File: src/hdl/rse_pkg.sv
`default_nettype none
// ----------------------------------------------------------------------------
// rse_pkg
// Shared types, constants and tables of the row softmax engine.
// ----------------------------------------------------------------------------
package rse_pkg;

   localparam int ROW_MAX_DEF = 64;
   localparam int ELEM_W      = 32;
   localparam int ROW_LEN_W   = 7;
   localparam int CSR_IDX_W   = 2;

   localparam logic [CSR_IDX_W-1:0] CSR_FORMAT = 2'd0;
   localparam logic [CSR_IDX_W-1:0] CSR_SCALE  = 2'd1;
   localparam logic [CSR_IDX_W-1:0] CSR_LENGTH = 2'd2;

   localparam logic [1:0] FMT_F32  = 2'd0;
   localparam logic [1:0] FMT_BF16 = 2'd1;
   localparam logic [1:0] FMT_F16  = 2'd2;

   localparam logic [31:0] SCALE_RESET = 32'h3F80_0000;
   localparam logic [31:0] NEG_MOST    = 32'h8000_0000;
   localparam logic [30:0] LOG2E_Q30   = 31'd1549082005;

   typedef struct packed {
      logic capture;
      logic mul;
      logic sat;
      logic store;
      logic rd;
      logic x1;
      logic x2;
      logic x3;
      logic acc;
      logic div_start;
      logic div_step;
      logic enc;
      logic clr_row;
   } cmd_type;

   typedef struct packed {
      logic div_last;
   } status_type;

   function automatic logic [24:0] pow2_frac(input logic [3:0] k);
      logic [24:0] v;
      begin
         case (k)
            4'd0:    v = 25'd16777216;
            4'd1:    v = 25'd15384775;
            4'd2:    v = 25'd14107901;
            4'd3:    v = 25'd12937002;
            4'd4:    v = 25'd11863283;
            4'd5:    v = 25'd10878679;
            4'd6:    v = 25'd9975792;
            4'd7:    v = 25'd9147842;
            default: v = 25'd8388608;
         endcase
         return v;
      end
   endfunction

endpackage
`default_nettype wire

File: src/hdl/rse_ctrl.sv
`default_nettype none
// ----------------------------------------------------------------------------
// rse_ctrl
// Sequencer for loading, the sum pass and the normalization pass of a row.
// ----------------------------------------------------------------------------
module rse_ctrl #(
   parameter int ROW_MAX = rse_pkg::ROW_MAX_DEF,
   parameter int ADDR_W  = (ROW_MAX > 1) ? $clog2(ROW_MAX) : 1
) (
   input  wire logic                           clock,
   input  wire logic                           reset,
   input  wire logic [rse_pkg::ROW_LEN_W-1:0]  row_length,
   input  wire logic                           req_tvalid,
   output logic                                req_tready,
   output logic                                rsp_tvalid,
   input  wire logic                           rsp_tready,
   output logic                                rsp_tlast,
   output rse_pkg::cmd_type                    cmd,
   output logic [ADDR_W-1:0]                   addr,
   input  wire rse_pkg::status_type            status
);
   import rse_pkg::*;

   localparam int CW = $clog2(ROW_MAX + 1);

   typedef enum logic [11:0] {
      ST_IDLE  = 12'b0000_0000_0001,
      ST_MUL   = 12'b0000_0000_0010,
      ST_SAT   = 12'b0000_0000_0100,
      ST_STORE = 12'b0000_0000_1000,
      ST_READ  = 12'b0000_0001_0000,
      ST_EXP1  = 12'b0000_0010_0000,
      ST_EXP2  = 12'b0000_0100_0000,
      ST_EXP3  = 12'b0000_1000_0000,
      ST_NEXT  = 12'b0001_0000_0000,
      ST_DIV   = 12'b0010_0000_0000,
      ST_ENC   = 12'b0100_0000_0000,
      ST_SEND  = 12'b1000_0000_0000
   } state_type;

   state_type     state_ff, state_in;
   logic [CW-1:0] load_ff, load_in;
   logic [CW-1:0] idx_ff, idx_in;
   logic [CW-1:0] rowcnt_ff, rowcnt_in;
   logic          norm_ff, norm_in;
   logic [CW-1:0] len;
   logic [CW-1:0] load_next;
   logic [CW-1:0] idx_next;

   always_comb begin
      if (row_length == '0) begin
         len = CW'(1);
      end else if ({25'd0, row_length} > ROW_MAX) begin
         len = CW'(ROW_MAX);
      end else begin
         len = CW'(row_length);
      end
   end

   assign load_next = load_ff + CW'(1);
   assign idx_next  = idx_ff + CW'(1);

   always_comb begin
      state_in  = state_ff;
      load_in   = load_ff;
      idx_in    = idx_ff;
      rowcnt_in = rowcnt_ff;
      norm_in   = norm_ff;
      cmd       = '0;
      addr      = idx_ff[ADDR_W-1:0];
      unique case (state_ff)
         ST_IDLE: begin
            if (req_tvalid) begin
               cmd.capture = 1'b1;
               state_in    = ST_MUL;
            end
         end
         ST_MUL: begin
            cmd.mul  = 1'b1;
            state_in = ST_SAT;
         end
         ST_SAT: begin
            cmd.sat  = 1'b1;
            state_in = ST_STORE;
         end
         ST_STORE: begin
            cmd.store = 1'b1;
            addr      = load_ff[ADDR_W-1:0];
            load_in   = load_next;
            if (load_next >= len) begin
               rowcnt_in = load_next;
               idx_in    = '0;
               norm_in   = 1'b0;
               state_in  = ST_READ;
            end else begin
               state_in = ST_IDLE;
            end
         end
         ST_READ: begin
            cmd.rd   = 1'b1;
            state_in = ST_EXP1;
         end
         ST_EXP1: begin
            cmd.x1   = 1'b1;
            state_in = ST_EXP2;
         end
         ST_EXP2: begin
            cmd.x2   = 1'b1;
            state_in = ST_EXP3;
         end
         ST_EXP3: begin
            cmd.x3   = 1'b1;
            state_in = ST_NEXT;
         end
         ST_NEXT: begin
            if (norm_ff) begin
               cmd.div_start = 1'b1;
               state_in      = ST_DIV;
            end else begin
               cmd.acc  = 1'b1;
               state_in = ST_READ;
               if (idx_next == rowcnt_ff) begin
                  idx_in  = '0;
                  norm_in = 1'b1;
               end else begin
                  idx_in = idx_next;
               end
            end
         end
         ST_DIV: begin
            cmd.div_step = 1'b1;
            if (status.div_last) begin
               state_in = ST_ENC;
            end
         end
         ST_ENC: begin
            cmd.enc  = 1'b1;
            state_in = ST_SEND;
         end
         ST_SEND: begin
            if (rsp_tready) begin
               if (idx_next == rowcnt_ff) begin
                  cmd.clr_row = 1'b1;
                  load_in     = '0;
                  state_in    = ST_IDLE;
               end else begin
                  idx_in   = idx_next;
                  state_in = ST_READ;
               end
            end
         end
         default: begin
            state_in = ST_IDLE;
         end
      endcase
   end

   always_ff @(posedge clock) begin
      if (reset) begin
         state_ff  <= ST_IDLE;
         load_ff   <= '0;
         idx_ff    <= '0;
         rowcnt_ff <= '0;
         norm_ff   <= 1'b0;
      end else begin
         state_ff  <= state_in;
         load_ff   <= load_in;
         idx_ff    <= idx_in;
         rowcnt_ff <= rowcnt_in;
         norm_ff   <= norm_in;
      end
   end

   assign req_tready = (state_ff == ST_IDLE);
   assign rsp_tvalid = (state_ff == ST_SEND);
   assign rsp_tlast  = (state_ff == ST_SEND) && (idx_next == rowcnt_ff);

`ifndef SYNTH
   a_no_overlap: assert property (@(posedge clock) disable iff (reset)
      rsp_tvalid |-> !req_tready)
      else $error("input accepted while a result is pending");

   a_load_bound: assert property (@(posedge clock) disable iff (reset)
      load_ff <= CW'(ROW_MAX))
      else $error("load count beyond row capacity");

   a_read_in_row: assert property (@(posedge clock) disable iff (reset)
      (state_ff == ST_READ) |-> (idx_ff < rowcnt_ff))
      else $error("read outside the stored row");

   a_row_closed: assert property (@(posedge clock) disable iff (reset)
      (rsp_tvalid && rsp_tready && rsp_tlast) |=> (load_ff == '0))
      else $error("row not closed after its final transfer");
`endif

endmodule
`default_nettype wire

File: config.mk
export PLATFORM = sky130hd
export DESIGN_NAME = rse_ctrl
export DESIGN_NICKNAME = d
export VERILOG_FILES = /design/src/hdl/rse_pkg.sv /design/src/hdl/rse_ctrl.sv
export SDC_FILE = /design/constraint.sdc
export NUM_CORES = 1
export LEC_CHECK = 0
export BUFFER_PORTS_ARGS = -buffer_cell sky130_fd_sc_hd__buf_2
export CAP_MARGIN = 20
export CORE_ASPECT_RATIO = 0.5
export CORE_MARGIN = 2
export CORE_UTILIZATION = 57
export CTS_CLUSTER_DIAMETER = 200
export DETAILED_ROUTE_END_ITERATION = 8
export PLACE_DENSITY = 0.88
export SETUP_SLACK_MARGIN = 0.5
export SYNTH_ARGS = -nofsm -noshare
export SYNTH_HDL_FRONTEND = slang
export SYNTH_SLANG_ARGS = --single-unit
File: constraint.sdc
create_clock -name clock -period 2.65 [get_ports clock]
set_input_delay 0.53 -clock clock [delete_from_list [all_inputs] [get_ports clock]]
set_output_delay 0.53 -clock clock [all_outputs]
set_load 0.01 [all_outputs]
==> flow_summary_export.csv, run 1 <==
group,metric,value,unit
yosys,avgSynthCellArea,8.12,µm²
run_status,lastStage,"global routing",
grt,track_usage,70.6,%
floorplanning,io-pin-count,34,
grt,grt_max_degree,19,
yosys,synth_seq_cells,34,
placement,portBuffers,33,
grt,grt_overflow_total,4,
yosys,postSynth.asyncResetShare,0,%
clocking,ctsRootBufferMaster,"clkbuf_8",
run_status,status,"stopped before the end",
clocking,clock_path_buffers,2,
yosys,synth_cell_types,62,
timing,grt-worst-endpoint,"addr[5]",
placement,hpwl,4.60,mm
run_status,firstError,"[ERROR GRT-0232] Routing congestion too high. Check the congestion heatmap in the GUI.",
yosys,synth_ff_type,"dfxtp_1",
clocking,hold_buffers,0,
clocking,numClockSinks,34,
yosys,synth_fp_nets,308,
yosys,syn-cell-area,0.00233,mm²
yosys,synth_edf_count,0,
floorplanning,dieWidth,94.4,µm
timing,worst-ep-kind,"primary output",
floorplanning,die_y,49.2,µm
yosys,syn-instance-count,287,
yosys,ys_warn_count,0,
yosys,yosysSeqAreaShare,29.2,%
clocking,cts_buffers,5,
floorplanning,core.rowCount,16,
placement,gp_congestion,0.890,
clocking,htree_levels,2,
floorplanning,start_util,59.7,%
==> layer usage <==
| layer | GRT overflow | global-route usage, % |
|---|---|---|
| met1 | 0 | 75.0 |
| met3 | 0 | 58.7 |
| met5 | 0 | 14.3 |
| met4 | 2 | 62.8 |
| met2 | 2 | 83.8 |
==> synth_stat cells, drive strengths merged, types with 4 or more instances <==
cell type	instances	area share [%]
dfxtp	34	29
nand2	32	5.3
nor2	27	4.7
o21ai	22	4.7
nand3	21	4.7
inv	10	1.6
o211ai	10	3.2
a21oi	9	2.1
ha	9	4.8
and2	8	2.1
nor3	8	1.9
xnor2	8	3.0
and3	7	1.9
clkbuf	7	1.3
mux2i	7	3.0
xor2	7	2.6
and4b	6	2.6
buf	6	1.8
nor4	5	2.0
o2111ai	5	1.9
nand2b	4	1.1
nor2b	4	1.1
==> metrics by stage <==
stage | instances | cell area, µm² | setup slack (ns) | utilization (%)
floorplan | 287 | 2390 | 0.477 | -
global placement | 370 | 2620 | 0.215 | 67.0
detailed placement | 370 | 2620 | 0.129 | 67.0
CTS | 418 | 3260 | 0.144 | 83.4
==> logic make-up after synthesis <==
| kind of cell | Yosys count | share of synthesized area [%] |
|---|---|---|
| fa+ha+maj | 9 | 4.83 |
| flops | 34 | 29.2 |
| buf+inv | 24 | 4.88 |
| mux | 7 | 3.01 |
| xor+xnor | 15 | 5.64 |
| simple gates | 133 | 31.9 |
| compound gates | 65 | 20.5 |
==> timing repair <==
action                                  in CTS
endpoints found under the setup margin      37
buffers inserted                            39
resized for setup                           61
cloned                                       1
pin swaps                                   33
==> inputs of run 2 (changes only) <==
Settings changed: CORE_ASPECT_RATIO 0.5 to not set, CORE_UTILIZATION 57 to 40, CTS_CLUSTER_DIAMETER 200 to not set, PLACE_DENSITY 0.88 to not set, PLACE_DENSITY_LB_ADDON set to 0.15, SETUP_SLACK_MARGIN 0.5 to not set.
==> run 2 against run 1 <==
  * The flow now finishes without violations
  * Synthesized cell count unchanged
  * Area after synthesis unchanged
==> flow_summary_export.csv, run 2 <==
group,metric,value,unit
run_status,status,"complete, no violations",
clocking,clk_pin_slew_worst_paths,0.07,ns
grt,grt_overflow_total,0,
clocking,numClockSinks,34,
yosys,synth_edf_count,0,
clocking,htree_levels,2,
yosys,yosysSeqAreaShare,29.2,%
floorplanning,dieWidth,80.3,µm
yosys,synth_top_cell_area_share,29.2,%
final_layout,largest_register,"state_ff",
routing,drc,0,
yosys,synth_seq_cells,34,
routing,routedWlPerCell,15.7,µm
hold_path,hold_path_class,"in2reg",
timing,finalCritPeriodShare,97.8,%
final_layout,final_cell_mix,"buf_2 (33), nand2_1 (31), dfxtp_1 (30), nor2_1 (25), buf_4 (20)",
floorplanning,dieArea,0.00645,mm²
grt,grt_pass1_vias,2089,
grt,track_usage,20.8,%
final_layout,fin_util,50.7,%
clocking,hold_buffers,0,
job,drv_cap,0,
timing,fmax,0.386,GHz
critical_path,required,2.12,ns
yosys,synth_fp_nets,308,
final_layout,largest_register_ffs,12,
floorplanning,coreArea,0.00557,mm²
floorplanning,start_util,41.8,%
clocking,cts_tree,"done",
critical_path,worst-setup-path-type,"reg2out",
yosys,ys_warn_count,0,
timing,finalHoldViolCount,0,
critical_path,critPathLaunchType,"flop",
yosys,synth_top_area_cell,"dfxtp_1",
routing,postRouteWirelength,6.40,mm
timing,slew_headroom,54.2,%
timing,tns,0,ns
clocking,clock_path_buffers,2,
floorplanning,io-pin-count,34,
pwr,max-vdd-ir-drop,0.000219,V
clocking,ctsRootBufferMaster,"clkbuf_8",
critical_path,cp-end-kind,"primary output",
final_layout,diodes,0,
clocking,clk_latency,0.30,ns
yosys,synth_ff_type,"dfxtp_1",
yosys,syn-cell-area,0.00233,mm²
critical_path,crit_fanout,6,
timing,fin_worst_skew,0.00990,ns
routing,postRouteAntennaNets,0,
floorplanning,die_y,80.3,µm
yosys,postSynth.asyncResetShare,0,%
final_layout,final_common_cell,"buf_2",
grt,antenna_found_initial,0,
timing,worst_pin_slew,0.678,ns
routing,vias,2262,
timing,min_period,2.59,ns
timing,hold_slack,0.489,ns
routing,drt_iter0_drc,155,
yosys,avgSynthCellArea,8.12,µm²
floorplanning,core.rowCount,27,
placement,detailedPlace.worstSlack,0.0440,ns
timing,setup_viol,0,
final_layout,layout-drive-gt1-share,27.8,%
yosys,synthTopCellsByArea,"dfxtp_1 (29%), nand2_1 (5.0%), ha_1 (4.8%), nand3_1 (4.3%), nor2_1 (4.2%)",
final_layout,nets,355,
yosys,syn-instance-count,287,
yosys,synth_most_common_cell,"dfxtp_1",
yosys,synth_cell_types,62,
yosys,yosys-top-cells-count,"dfxtp_1 (34), nand2_1 (31), nor2_1 (26), nand3_1 (20)",
pwr,p_total,1.03,mW
pwr,p_leak,1.18,nW
final_layout,syn2layout_area_growth,21.3,%
clocking,cts_buffers,5,
grt,grt_pass1_wl,10.5,mm
timing,report.final.slew_viol_count,0,
timing,setup_ws,0.0578,ns
routing,drt_first_pass_iters,4,
placement,hpwl,4.65,mm
critical_path,critical_path_arrival,2.06,ns
placement,gp_congestion,0.837,
placement,portBuffers,33,
pwr,power-per-cell-area,365,mW/mm²
routing,viasPerCell,5.56,
grt,grt_max_degree,25,
run 2: cell counts after synthesis:
Identical to the previous run, type by type.
run 2: kinds of logic after synthesis:
kind of cell	count (synthesis)	synth area share (%)
AOI/OAI and AO/OA	65	20.5
xor gates and xnor gates	15	5.64
adders and majority gates	9	4.83
buffers and inverters	24	4.88
DFF	34	29.2
muxes	7	3.01
and+or+nand+nor	133	31.9
run 2: timing repair:
item	in CTS	in global routing
resized for setup	3	15
pin swaps	1	7
buffers inserted	1	5
setup endpoints to repair	2	18
run 2: final timing paths:
path | from | to | slack, ns | depth (start not counted)
worst max-delay path | idx_ff[0] | cmd[0] | 0.06 | 7
worst min-delay path | req_tvalid | state_ff[1] | 0.49 | 2
worst max register to register | load_ff[0] | state_ff[0] | 0.15 | 11
worst min register to register | load_ff[6] | load_ff[6] | 0.50 | 2
run 2: power breakdown:
group / internal, mW / switching [mW]
registers: 0.514 / 0.00526
clock network: 0.209 / 0.210
logic: 0.0360 / 0.0575
run 2: stage by stage:
stage	instances	instance area, µm²
6_report	407	2830
5_1_grt	407	2830
4_1_cts	402	2730
3_5_place_dp	393	2620
3_3_place_gp	393	2620
2_1_floorplan	287	2330
run 2: final cells by class:
class,count,area [µm²]
fill,572,2750
sequential,34,686
clock inverter,2,12.5
clock buffer,6,82.6
inverter,11,43.8
tap,72,90.1
multi-input combinational,229,1600
timing repair buffer,53,315
run 2: worst max-delay path, cell delays in order (launching register included):
cell,delay [ns]
dfxtp_2,0.36
buf_4,0.16
nand2_1,0.13
or3_4,0.42
a22oi_4,0.19
and3_4,0.24
and3_1,0.15
buf_2,0.12
run 2: routing by layer:
metal | track usage (%) | vias to the layer above | share of wire, %
li1 | - | 1139 | -
met1 | 29.5 | 1069 | 49
met2 | 31.8 | 43 | 46
met3 | 3.93 | 11 | 3.7
met4 | 6.44 | 0 | 1.4
met5 | 0 | - | 0
Note: power is estimated with default switching activity, not from simulation.
